<file path="src/hdl/kpsq_pkg.sv">
// package: shared types and constants for the keypad scan event queue
package kpsq_pkg;

    localparam int KEY_W        = 5;
    localparam int MATRIX_KEYS  = 16;
    localparam int POS_W        = 4;
    localparam int TIME_W       = 32;
    localparam int LOCKOUT_W    = 16;
    localparam int MAP_W        = 40;
    localparam int APB_DATA_W   = 64;
    localparam int APB_ADDR_W   = 5;
    localparam int QUEUE_SLOTS_DEF = 16;

    localparam logic [LOCKOUT_W-1:0] LOCKOUT_RESET = 16'd50;

    // register index, taken from paddr[4:3]
    localparam logic [1:0] REG_LOCKOUT   = 2'd0;
    localparam logic [1:0] REG_MAP_UPPER = 2'd1;
    localparam logic [1:0] REG_MAP_LOWER = 2'd2;

    typedef enum logic [1:0] {
        REQ_POLL  = 2'd0,
        REQ_POP   = 2'd1,
        REQ_FLUSH = 2'd2
    } kpsq_req_t;

    typedef enum logic [2:0] {
        ST_IDLE,
        ST_LOCK,
        ST_SCAN,
        ST_MAP,
        ST_POP,
        ST_DONE
    } kpsq_state_t;

endpackage

</file>
<file path="src/hdl/kpsq_ifs.sv">
// interfaces: request and response channels of the keypad scan event queue
interface kpsq_req_if;
    logic        valid;
    logic        ready;
    logic [1:0]  req_type;
    logic [31:0] now_ms;
    logic [15:0] first_sample;
    logic [15:0] confirm_sample;

    modport source (output valid, req_type, now_ms, first_sample, confirm_sample,
                    input ready);
    modport sink   (input valid, req_type, now_ms, first_sample, confirm_sample,
                    output ready);
endinterface

interface kpsq_rsp_if;
    logic       valid;
    logic       ready;
    logic [4:0] new_key;
    logic [4:0] popped_key;
    logic       queue_nonempty;

    modport source (output valid, new_key, popped_key, queue_nonempty, input ready);
    modport sink   (input valid, new_key, popped_key, queue_nonempty, output ready);
endinterface

</file>
<file path="src/hdl/keypad_scan_event_queue.sv">
// Keypad scan event queue: qualifies 4x4 matrix polls and queues key codes.
//
// Requests come in on req (valid/ready): a poll with time and two matrix
// samples, a pop of one queued key, or a flush. Every request gives exactly
// one response on rsp (valid/ready): new_key, popped_key, queue_nonempty.
// Registers are written over the APB port: lockout at 0x00, key table for
// positions 0..7 at 0x08 and for positions 8..15 at 0x10 (5 bits per key).
//
// One request is handled at a time. A flush or an unused request code goes
// straight to the response, a pop reads the queue first. A poll ends after
// the lockout check when locked out or idle, else it scans to p, where p
// (0..15) is the first position pressed in both samples, one position at a
// time through the bit-test shifter, and then maps p to its key code.
// req.ready rises together with response valid, when the response register is loaded.
// The response register holds while rsp.ready is low; the block takes the
// next request meanwhile and waits at the end of it until the slot frees.
// Reset clears state, slots, lockout to 50 ms and key table to zero.
module keypad_scan_event_queue
    import kpsq_pkg::*;
#(
    parameter int QUEUE_SLOTS = QUEUE_SLOTS_DEF
)
(
    input  logic                   clk,
    input  logic                   rst_n,
    input  logic                   psel,
    input  logic                   penable,
    input  logic                   pwrite,
    input  logic [APB_ADDR_W-1:0]  paddr,
    input  logic [APB_DATA_W-1:0]  pwdata,
    output logic [APB_DATA_W-1:0]  prdata,
    output logic                   pready,
    kpsq_req_if.sink               req,
    kpsq_rsp_if.source             rsp
);

    localparam int SLOT_W = $clog2(QUEUE_SLOTS);
    localparam logic [SLOT_W-1:0] SLOT_LAST = SLOT_W'(QUEUE_SLOTS - 1);

    kpsq_state_t state_reg, state_next;

    logic [1:0]             req_type_reg, req_type_next;
    logic [TIME_W-1:0]      now_reg, now_next;
    logic [MATRIX_KEYS-1:0] both_reg, both_next;
    logic [POS_W-1:0]       pos_reg, pos_next;
    logic [KEY_W-1:0]       fresh_reg, fresh_next;
    logic [KEY_W-1:0]       popped_reg, popped_next;
    logic [KEY_W-1:0]       prev_key_reg, prev_key_next;
    logic [TIME_W-1:0]      accept_time_reg, accept_time_next;
    logic [SLOT_W-1:0]      write_slot_reg, write_slot_next;
    logic [SLOT_W-1:0]      read_slot_reg, read_slot_next;

    logic [LOCKOUT_W-1:0]   lockout_reg, lockout_next;
    logic [MAP_W-1:0]       map_upper_reg, map_upper_next;
    logic [MAP_W-1:0]       map_lower_reg, map_lower_next;

    logic                   out_valid_reg, out_valid_next;
    logic [KEY_W-1:0]       out_new_key_reg, out_new_key_next;
    logic [KEY_W-1:0]       out_popped_reg, out_popped_next;
    logic                   out_nonempty_reg, out_nonempty_next;

    logic [KEY_W-1:0]       event_store [QUEUE_SLOTS];
    logic [KEY_W-1:0]       rd_data_reg;
    logic                   mem_we;

    logic                   req_xfer;
    logic                   cfg_write;
    logic [TIME_W-1:0]      elapsed;
    logic                   locked;
    logic [2*MAP_W-1:0]     keymap;
    logic [KEY_W-1:0]       code;
    logic [SLOT_W-1:0]      wr_inc;
    logic [SLOT_W-1:0]      rd_inc;
    logic                   full;
    logic                   empty;
    logic                   load_out;

    assign req.ready = (state_reg == ST_IDLE);
    assign req_xfer  = req.valid && req.ready;
    assign cfg_write = psel && penable && pwrite;
    assign pready    = 1'b1;

    assign elapsed = now_reg - accept_time_reg;
    assign locked  = elapsed < {{(TIME_W-LOCKOUT_W){1'b0}}, lockout_reg};
    assign keymap  = {map_lower_reg, map_upper_reg};
    assign code    = keymap[pos_reg*KEY_W +: KEY_W];
    assign wr_inc  = (write_slot_reg == SLOT_LAST) ? '0 : write_slot_reg + 1'b1;
    assign rd_inc  = (read_slot_reg == SLOT_LAST) ? '0 : read_slot_reg + 1'b1;
    assign full    = (wr_inc == read_slot_reg);
    assign empty   = (write_slot_reg == read_slot_reg);
    assign load_out = !out_valid_reg || rsp.ready;

    assign rsp.valid          = out_valid_reg;
    assign rsp.new_key        = out_new_key_reg;
    assign rsp.popped_key     = out_popped_reg;
    assign rsp.queue_nonempty = out_nonempty_reg;

    // register read
    always_comb
    begin
        case (paddr[4:3])
            REG_LOCKOUT:   prdata = {{(APB_DATA_W-LOCKOUT_W){1'b0}}, lockout_reg};
            REG_MAP_UPPER: prdata = {{(APB_DATA_W-MAP_W){1'b0}}, map_upper_reg};
            REG_MAP_LOWER: prdata = {{(APB_DATA_W-MAP_W){1'b0}}, map_lower_reg};
            default:       prdata = '0;
        endcase
    end

    always_comb
    begin
        lockout_next   = lockout_reg;
        map_upper_next = map_upper_reg;
        map_lower_next = map_lower_reg;
        if (cfg_write)
        begin
            case (paddr[4:3])
                REG_LOCKOUT:   lockout_next   = pwdata[LOCKOUT_W-1:0];
                REG_MAP_UPPER: map_upper_next = pwdata[MAP_W-1:0];
                REG_MAP_LOWER: map_lower_next = pwdata[MAP_W-1:0];
                default:       ;
            endcase
        end
    end

    // next state
    always_comb
    begin
        state_next = state_reg;
        case (state_reg)
            ST_IDLE:
            begin
                if (req_xfer)
                begin
                    case (req.req_type)
                        REQ_POLL: state_next = ST_LOCK;
                        REQ_POP:  state_next = ST_POP;
                        default:  state_next = ST_DONE;
                    endcase
                end
            end
            ST_LOCK:
            begin
                if (locked || (both_reg == '0))
                    state_next = ST_DONE;
                else
                    state_next = ST_SCAN;
            end
            ST_SCAN:
            begin
                if (both_reg[0])
                    state_next = ST_MAP;
            end
            ST_MAP:  state_next = ST_DONE;
            ST_POP:  state_next = ST_DONE;
            ST_DONE:
            begin
                if (load_out)
                    state_next = ST_IDLE;
            end
            default: state_next = ST_IDLE;
        endcase
    end

    // datapath and queue control
    always_comb
    begin
        req_type_next     = req_type_reg;
        now_next          = now_reg;
        both_next         = both_reg;
        pos_next          = pos_reg;
        fresh_next        = fresh_reg;
        popped_next       = popped_reg;
        prev_key_next     = prev_key_reg;
        accept_time_next  = accept_time_reg;
        write_slot_next   = write_slot_reg;
        read_slot_next    = read_slot_reg;
        out_valid_next    = out_valid_reg;
        out_new_key_next  = out_new_key_reg;
        out_popped_next   = out_popped_reg;
        out_nonempty_next = out_nonempty_reg;
        mem_we            = 1'b0;

        if (out_valid_reg && rsp.ready)
            out_valid_next = 1'b0;

        case (state_reg)
            ST_IDLE:
            begin
                if (req_xfer)
                begin
                    req_type_next = req.req_type;
                    now_next      = req.now_ms;
                    both_next     = req.first_sample & req.confirm_sample;
                    pos_next      = '0;
                    fresh_next    = '0;
                    popped_next   = '0;
                    if (req.req_type == REQ_FLUSH)
                    begin
                        write_slot_next = '0;
                        read_slot_next  = '0;
                    end
                end
            end
            ST_LOCK:
            begin
                // idle matrix outside lockout forgets the held key
                if (!locked && (both_reg == '0))
                    prev_key_next = '0;
            end
            ST_SCAN:
            begin
                if (!both_reg[0])
                begin
                    both_next = both_reg >> 1;
                    pos_next  = pos_reg + 1'b1;
                end
            end
            ST_MAP:
            begin
                if (code != prev_key_reg)
                begin
                    prev_key_next    = code;
                    accept_time_next = now_reg;
                    fresh_next       = code;
                    // zero code is reported but never queued; full queue drops
                    if ((code != '0) && !full)
                    begin
                        mem_we          = 1'b1;
                        write_slot_next = wr_inc;
                    end
                end
            end
            ST_POP:
            begin
                if (!empty)
                begin
                    popped_next    = rd_data_reg;
                    read_slot_next = rd_inc;
                end
            end
            ST_DONE:
            begin
                if (load_out)
                begin
                    out_valid_next    = 1'b1;
                    out_new_key_next  = fresh_reg;
                    out_popped_next   = popped_reg;
                    out_nonempty_next = !empty;
                end
            end
            default: ;
        endcase
    end

    // event store, registered read at the read slot
    always_ff @(posedge clk)
    begin
        if (mem_we)
            event_store[write_slot_reg] <= code;
        rd_data_reg <= event_store[read_slot_reg];
    end

    always_ff @(posedge clk or negedge rst_n)
    begin
        if (!rst_n)
        begin
            state_reg        <= ST_IDLE;
            prev_key_reg     <= '0;
            accept_time_reg  <= '0;
            write_slot_reg   <= '0;
            read_slot_reg    <= '0;
            lockout_reg      <= LOCKOUT_RESET;
            map_upper_reg    <= '0;
            map_lower_reg    <= '0;
            out_valid_reg    <= 1'b0;
        end
        else
        begin
            state_reg        <= state_next;
            prev_key_reg     <= prev_key_next;
            accept_time_reg  <= accept_time_next;
            write_slot_reg   <= write_slot_next;
            read_slot_reg    <= read_slot_next;
            lockout_reg      <= lockout_next;
            map_upper_reg    <= map_upper_next;
            map_lower_reg    <= map_lower_next;
            out_valid_reg    <= out_valid_next;
        end
    end

    always_ff @(posedge clk)
    begin
        req_type_reg     <= req_type_next;
        now_reg          <= now_next;
        both_reg         <= both_next;
        pos_reg          <= pos_next;
        fresh_reg        <= fresh_next;
        popped_reg       <= popped_next;
        out_new_key_reg  <= out_new_key_next;
        out_popped_reg   <= out_popped_next;
        out_nonempty_reg <= out_nonempty_next;
    end

`ifndef SYNTH
    a_scan_has_key: assert property (@(posedge clk) disable iff (!rst_n)
        (state_reg == ST_SCAN) |-> (both_reg != '0))
        else $error("scan running on an empty sample");

    a_push_not_full: assert property (@(posedge clk) disable iff (!rst_n)
        mem_we |-> (wr_inc != read_slot_reg))
        else $error("push into a full queue");

    a_flush_clears: assert property (@(posedge clk) disable iff (!rst_n)
        (req_xfer && (req.req_type == REQ_FLUSH))
            |=> ((write_slot_reg == '0) && (read_slot_reg == '0)))
        else $error("flush did not clear slots");

    a_pop_only_key: assert property (@(posedge clk) disable iff (!rst_n)
        ((state_reg == ST_DONE) && (req_type_reg != REQ_POP)) |-> (popped_reg == '0))
        else $error("popped key outside a pop");

    a_poll_only_key: assert property (@(posedge clk) disable iff (!rst_n)
        ((state_reg == ST_DONE) && (req_type_reg != REQ_POLL)) |-> (fresh_reg == '0))
        else $error("new key outside a poll");
`endif

endmodule

</file>
<file path="src/flat_wrapper.sv">
// flat-port wrapper written by rule: the top's interface ports become plain ports
module keypad_scan_event_queue_flat import kpsq_pkg::*;
#(
    parameter int QUEUE_SLOTS = QUEUE_SLOTS_DEF
)
  (clk, rst_n, psel, penable, pwrite, paddr, pwdata, prdata, pready, req_valid, req_req_type, req_now_ms, req_first_sample, req_confirm_sample, req_ready, rsp_valid, rsp_new_key, rsp_popped_key, rsp_queue_nonempty, rsp_ready);
  kpsq_req_if req_i ();
  kpsq_rsp_if rsp_i ();
  input  logic clk;
  input  logic rst_n;
  input  logic psel;
  input  logic penable;
  input  logic pwrite;
  input  logic [APB_ADDR_W-1:0] paddr;
  input  logic [APB_DATA_W-1:0] pwdata;
  output logic [APB_DATA_W-1:0] prdata;
  output logic pready;
  input wire logic [$bits(req_i.valid)-1:0] req_valid;
  input wire logic [$bits(req_i.req_type)-1:0] req_req_type;
  input wire logic [$bits(req_i.now_ms)-1:0] req_now_ms;
  input wire logic [$bits(req_i.first_sample)-1:0] req_first_sample;
  input wire logic [$bits(req_i.confirm_sample)-1:0] req_confirm_sample;
  output wire logic [$bits(req_i.ready)-1:0] req_ready;
  output wire logic [$bits(rsp_i.valid)-1:0] rsp_valid;
  output wire logic [$bits(rsp_i.new_key)-1:0] rsp_new_key;
  output wire logic [$bits(rsp_i.popped_key)-1:0] rsp_popped_key;
  output wire logic [$bits(rsp_i.queue_nonempty)-1:0] rsp_queue_nonempty;
  input wire logic [$bits(rsp_i.ready)-1:0] rsp_ready;
  assign req_i.valid = req_valid;
  assign req_i.req_type = req_req_type;
  assign req_i.now_ms = req_now_ms;
  assign req_i.first_sample = req_first_sample;
  assign req_i.confirm_sample = req_confirm_sample;
  assign req_ready = req_i.ready;
  assign rsp_valid = rsp_i.valid;
  assign rsp_new_key = rsp_i.new_key;
  assign rsp_popped_key = rsp_i.popped_key;
  assign rsp_queue_nonempty = rsp_i.queue_nonempty;
  assign rsp_i.ready = rsp_ready;
  keypad_scan_event_queue #(.QUEUE_SLOTS(QUEUE_SLOTS)) u_core (.clk(clk), .rst_n(rst_n), .psel(psel), .penable(penable), .pwrite(pwrite), .paddr(paddr), .pwdata(pwdata), .prdata(prdata), .pready(pready), .req(req_i), .rsp(rsp_i));
endmodule
</file>
<file path="config.mk">
export PLATFORM = sky130hd
export DESIGN_NAME = keypad_scan_event_queue_flat
export DESIGN_NICKNAME = d
export VERILOG_FILES = /design/src/hdl/kpsq_pkg.sv /design/src/hdl/kpsq_ifs.sv /design/src/hdl/keypad_scan_event_queue.sv /design/src/flat_wrapper.sv
export SDC_FILE = /design/constraint.sdc
export NUM_CORES = 1
export LEC_CHECK = 0
export BUFFER_PORTS_ARGS = -buffer_cell sky130_fd_sc_hd__buf_4
export CORE_MARGIN = 4
export CORE_UTILIZATION = 60
export CTS_BUF_LIST = sky130_fd_sc_hd__clkbuf_4 sky130_fd_sc_hd__clkbuf_8
export DETAILED_ROUTE_END_ITERATION = 10
export GPL_ROUTABILITY_DRIVEN = 0
export GPL_TIMING_DRIVEN = 0
export MAX_ROUTING_LAYER = met4
export PLACE_DENSITY = 0.88
export SYNTH_ARGS = -nofsm -noshare
export SYNTH_HDL_FRONTEND = slang
export SYNTH_SLANG_ARGS = --single-unit
</file>
<file path="constraint.sdc">
create_clock -name clk -period 6.3 [get_ports clk]
set_clock_uncertainty 0.15 [all_clocks]
set_input_delay 0.63 -clock clk [delete_from_list [all_inputs] [get_ports clk]]
set_output_delay 0.63 -clock clk [all_outputs]
set_load 0.01 [all_outputs]
</file>
# After elaboration in Yosys (flattened, before gate mapping)
# Memories as Yosys holds them, arrays and structs flattened. A register that Yosys moved wholly into a read port is not among the register bits.
# Index checks and enable logic that the tools add are counted.
# op_classes
mux	37
add_sub_neg	4
shifts	1
multipliers	1
n_bitwise	1
eq_ne	23
order_cmp	1
reduce_logical	36
# ops
operator	count
one-hot mux 40 bit (3 select lines)	1
variable part select 80 x 8 -> 5 bit	1
two-way mux 4 bit	9
< comparator 32 x 16 -> 1 bit	1
two-way mux 16 bit	2
one-hot mux 16 bit (2 select lines)	1
subtractor 32 bit	1
one-hot mux 5 bit (2 select lines)	3
one-hot mux 4 bit (2 select lines)	3
two-way mux 5 bit	4
AND 16 bit	1
zero test 16 bit	1
one-hot mux 3 bit (5 select lines)	1
AND reduction 3 bit	5
AND reduction 2 bit	7
adder 4 x 1 -> 4 bit, second input constant	3
two-way mux 3 bit	4
!= test 2 x 1 -> 1 bit, second input constant	5
equality test 4 bit	2
equality test 4 bit, second input constant	2
two-way mux 1 bit	8
!= test 2 bit, second input constant	4
nonzero test 2 bit	4
multiplier 4 x 3 -> 7 bit, second input constant	1
other kinds (16)	30
# word_totals
inputBits	142
ram_bits	80
output_inout_bits	78
register_bits	218
n_memories	1
# memory_table
memory	depth	word_bits	rd	rd_clocked_by_memory_dff	wr	line_no	text
u_core.event_store	16	5	1	1	1	keypad_scan_event_queue.sv:62	logic [KEY_W-1:0] event_store [QUEUE_SLOTS];

# Logic depth before layout (Yosys ltp)
# depth
word_depth	10
mapped_depth	20
ltp_nobuf	20

# Least setup slack after synthesis
# No wires, ideal clock.
# synth_path
path_type	register to register
startpoint	reg u_core.accept_time_reg[0]
endpoint	reg u_core.prev_key_reg[0]
t_arrival_ns	4.164
path_buffers	0
stages_incl_launch_ff	19
path_slack_ns	1.920
period_less_slack_ns	4.380
setup_ns	0.066
cell_sequence	dfrtp_1 -> ha_1 -> fa_1 -> nor2b_1 -> o211ai_2 -> a21oi_1 -> nor2_1 -> o21ai_0 -> xor2_1 -> ha_1 -> a21oi_1 -> nand2_1 -> a22oi_1 -> o311ai_1 -> a2111oi_0 -> o2111ai_1 -> or4b_4 -> o41ai_4 -> a31o_1
# synth_between
elab_chain_cells	6
# synth_lines
item	line_no	text
start, declared	keypad_scan_event_queue.sv:49	logic [TIME_W-1:0] accept_time_reg, accept_time_next;
start signal, assigned	keypad_scan_event_queue.sv:281	accept_time_reg <= accept_time_next;
subtractor 32 bit	keypad_scan_event_queue.sv:83	assign elapsed = now_reg - accept_time_reg;
< comparator 32 x 16 -> 1 bit	keypad_scan_event_queue.sv:84	assign locked = elapsed < {{(TIME_W-LOCKOUT_W){1'b0}}, lockout_reg};
zero test 1 bit	keypad_scan_event_queue.sv:207	if (!locked && (both_reg == '0))
logical AND 1 bit	keypad_scan_event_queue.sv:207	
!= test 2 x 1 -> 1 bit (no source line)	n/a	
AND reduction 3 bit (no source line)	n/a	
end signal, assigned	keypad_scan_event_queue.sv:280	prev_key_reg <= prev_key_next;
end, declared	keypad_scan_event_queue.sv:48	logic [KEY_W-1:0] prev_key_reg, prev_key_next;
# No other way between the ends.
# A chain may end at the register's enable or synchronous reset.

# Worst setup path after layout
# layout_path
startpoint	reg u_core.now_reg[1]
endpoint	reg u_core.prev_key_reg[4]
# layout_between
elab_chain_cells	6
# layout_lines
item	line_no	text
start, declared	keypad_scan_event_queue.sv:43	logic [TIME_W-1:0] now_reg, now_next;
start signal, assigned	keypad_scan_event_queue.sv:294	now_reg <= now_next;
subtractor 32 bit	keypad_scan_event_queue.sv:83	
< comparator 32 x 16 -> 1 bit	keypad_scan_event_queue.sv:84	
zero test 1 bit	keypad_scan_event_queue.sv:207	
logical AND 1 bit	keypad_scan_event_queue.sv:207	
!= test 2 x 1 -> 1 bit (no source line)	n/a	
AND reduction 3 bit (no source line)	n/a	
# No other way between the ends.

==> metrics.csv <==
stage;metric;value;unit
run_status;status;finished clean;
clocking;h-tree-depth;2;
setup_path;required;6.65;ns
hold_path;hp-start;req_now_ms[0];
pwr;vdd_ir_drop_max;0.256;mV
drt;drc;0;
drt;wl_per_cell;21.1;um
synthesis;syn_inst;1244;
cells_and_area;n_antenna_cell;0;
placed_design;numPortBuffers;165;
drt;drt_iter0_drc;1137;
sta;grt_setup_unrepaired;false;
sta;max_freq;193;MHz
setup_path;worst_r2r_path_depth;17;
cells_and_area;layout-drive-gt1-share;31.0;%
sta;fin_crit_sh;82.5;%
placed_design;dp_hpwl;28.2;mm
synthesis;netlist_area;0.0157;mm^2
sta;slew-limit-headroom;26.1;%
clocking;clk_latency;0.58;ns
setup_path;path_max_fanout;5;
floorplan;fp.dieW;170;um
synthesis;yosysWarnings;0;
floorplan;num_rows;58;
synthesis;synth-async-reset-ratio;47.9;%
setup_path;path_class;reg -> reg;
floorplan;io_pins;220;
cells_and_area;final_cell_mix;191 x buf_4, 153 x edfxtp_1, 142 x dfrtp_1, 96 x mux2_2, 87 x nand2_1;
setup_path;critical_path_arrival;5.55;ns
drt;via_per_inst;6.20;
grt;grt_pass1_wl;61.6;mm
pwr;p_per_area;460;mW/mm^2
synthesis;synth_edf_count;153;
setup_path;startpoint_type;register;
grt;grt_pass1_vias;11500;
grt;track_usage;27.8;%
synthesis;yosysUniqueCellTypes;81;
sta;layout_min_cycle_time;5.19;ns
pwr;leakagePower;7.66;nW
setup_path;cp-startpoint;u_core.now_reg[1];
synthesis;avgSynthCellArea;12.6;um^2
drt;dr.pass1.iters;5;
clocking;cts_buffer_depth;3;
clocking;clock_sinks;303;
drt;ant_nets;0;
sta;fin_ws;1.11;ns
hold_path;holdCritPathClass;in -> reg;
clocking;post_cts_buffers;0;
cells_and_area;area_growth_syn_to_layout;18.0;%
sta;setup_viol;0;
drt;routed_wl;39.1;mm
synthesis;ys_ff_latch;303;
pwr;power;8.51;mW
cells_and_area;nets;1679;
grt;grt_start_max_net_pins;103;
sta;slew_viol_final;0;
clocking;cts_tree;yes;
setup_path;reg2reg_from;u_core.now_reg[1];
setup_path;end_kind;register;
cells_and_area;mostFrequentLayoutCell;buf_4;
floorplan;dieArea;0.0288;mm^2
clocking;cts_resized;0;
floorplan;start_util;61.6;%
cells_and_area;largest_reg_flops;80;
floorplan;die_h;170;um
grt;grt-ovfl-total;0;
hold_path;holdPathStages;1;
placed_design;dp_slack;1.28;ns
floorplan;core;0.0255;mm^2
drt;num_vias;11500;
grt;antenna_found_initial;0;
synthesis;yosysSeqAreaShare;53.1;%
sta;tns;0;ns
sta;worst_slew_pin_slew;1.11;ns
clocking;hold_buffers;1;
synthesis;ys.flop_type;edfxtp_1;
sta;final_hold_viol_count;0;
clocking;root_buffer;clkbuf_8;
clocking;numCtsBuffers;47;
clocking;clk_pin_slew;0.06;ns
flow_run;maxCapViolCount;0;
[metal layers]
| layer | share of wire (%) | global-route usage, % | up-vias |
|---|---|---|---|
| li1 | - | - | 5084 |
| met1 | 40 | 37.0 | 5624 |
| met2 | 48 | 43.5 | 669 |
| met3 | 9.0 | 5.03 | 112 |
| met4 | 3.6 | 9.87 | 0 |
| met5 | 0 | - | - |
[metrics by stage]
step           area [um^2]  std cells  hold WS, ns  utilization [%]
6_report             18500       1852       0.0749             72.6
2_1_floorplan        15800       1267        0.184                -
4_1_cts              18500       1851       0.0542             72.5
3_3_place_gp         17400       1762        0.257             68.4
3_5_place_dp         17500       1763        0.259             68.5
5_1_grt              18500       1852       0.0457             72.6
[cell usage after synthesis (7+ instances only)]
library cell  instances  area (um^2)
nand4_1              16          100
and2_1               12         75.1
nor2b_1              11         68.8
o211ai_1              7         52.6
a211oi_1              7         52.6
xnor2_1              21          184
a22o_1               25          219
nand3_1              44          220
o21a_1                8         60.1
clkbuf_1             31          116
nand2_1              87          327
a21oi_2               7         61.3
inv_1                64          240
nor2_1               55          206
edfxtp_1            153         4590
buf_6                 7         78.8
mux2_1               31          349
o21ai_0              54          270
buf_1                13         48.8
xor2_1               13          114
ha_1                 52          651
buf_2                12         60.1
nor3_1               23          115
buf_4                27          203
a21oi_1              48          240
mux2i_1              19          190
dfrtp_1             142         3550
mux4_2               50         1130
mux2_2               96         1080
[area by class of cell]
class	count	area (um^2)
flip-flops and latches	303	8330
fillers	1660	6970
multi-input cells	810	6700
repair buffers	168	1310
clock buffers	73	873
plain buffers	90	507
well taps	330	413
inverters	64	240
clock inverters	14	134
[cells by family after synthesis]
family	after synthesis	synth area share [%]
compound gates	209	9.11
mux	197	17.6
simple gates	292	9.20
xor+xnor	34	1.90
flops	303	53.1
fa+ha+maj	53	4.28
other cells	2	0.0479
buf+inv	154	4.76
[critical path, cell delays in order, from the launching register on]
cell and delay (ns):
edfxtp_1 0.46, ha_1 0.31, or2b_1 0.25, a21oi_2 0.21, nor2_1 0.10, o31ai_1 0.41, a31oi_1 0.17, xnor2_1 0.26
ha_1 0.32, nand2_1 0.09, a21oi_1 0.04, a211oi_1 0.36, o22ai_1 0.16, a2111oi_0 0.36, o2111ai_1 0.16, or4b_4 0.61
o41ai_4 0.49, a31o_1 0.20
[worst paths after layout]
check | endpoint | slack [ns]
max | u_core.prev_key_reg[4] | 1.11
max reg2reg | u_core.prev_key_reg[4] | 1.11
min | u_core.now_reg[0] | 0.07
min in group asynchronous | u_core.accept_time_reg[19] | 0.42
min reg2reg | u_core.rsp.popped_key[2] | 0.27
max in group asynchronous | u_core.map_lower_reg[26] | 4.70
[report_power, final]
group / internal, mW / switching (mW)
combinational: 1.56 / 2.17
sequential: 2.74 / 0.287
clock: 0.971 / 0.780
Note: power is estimated with default switching activity, not from simulation.
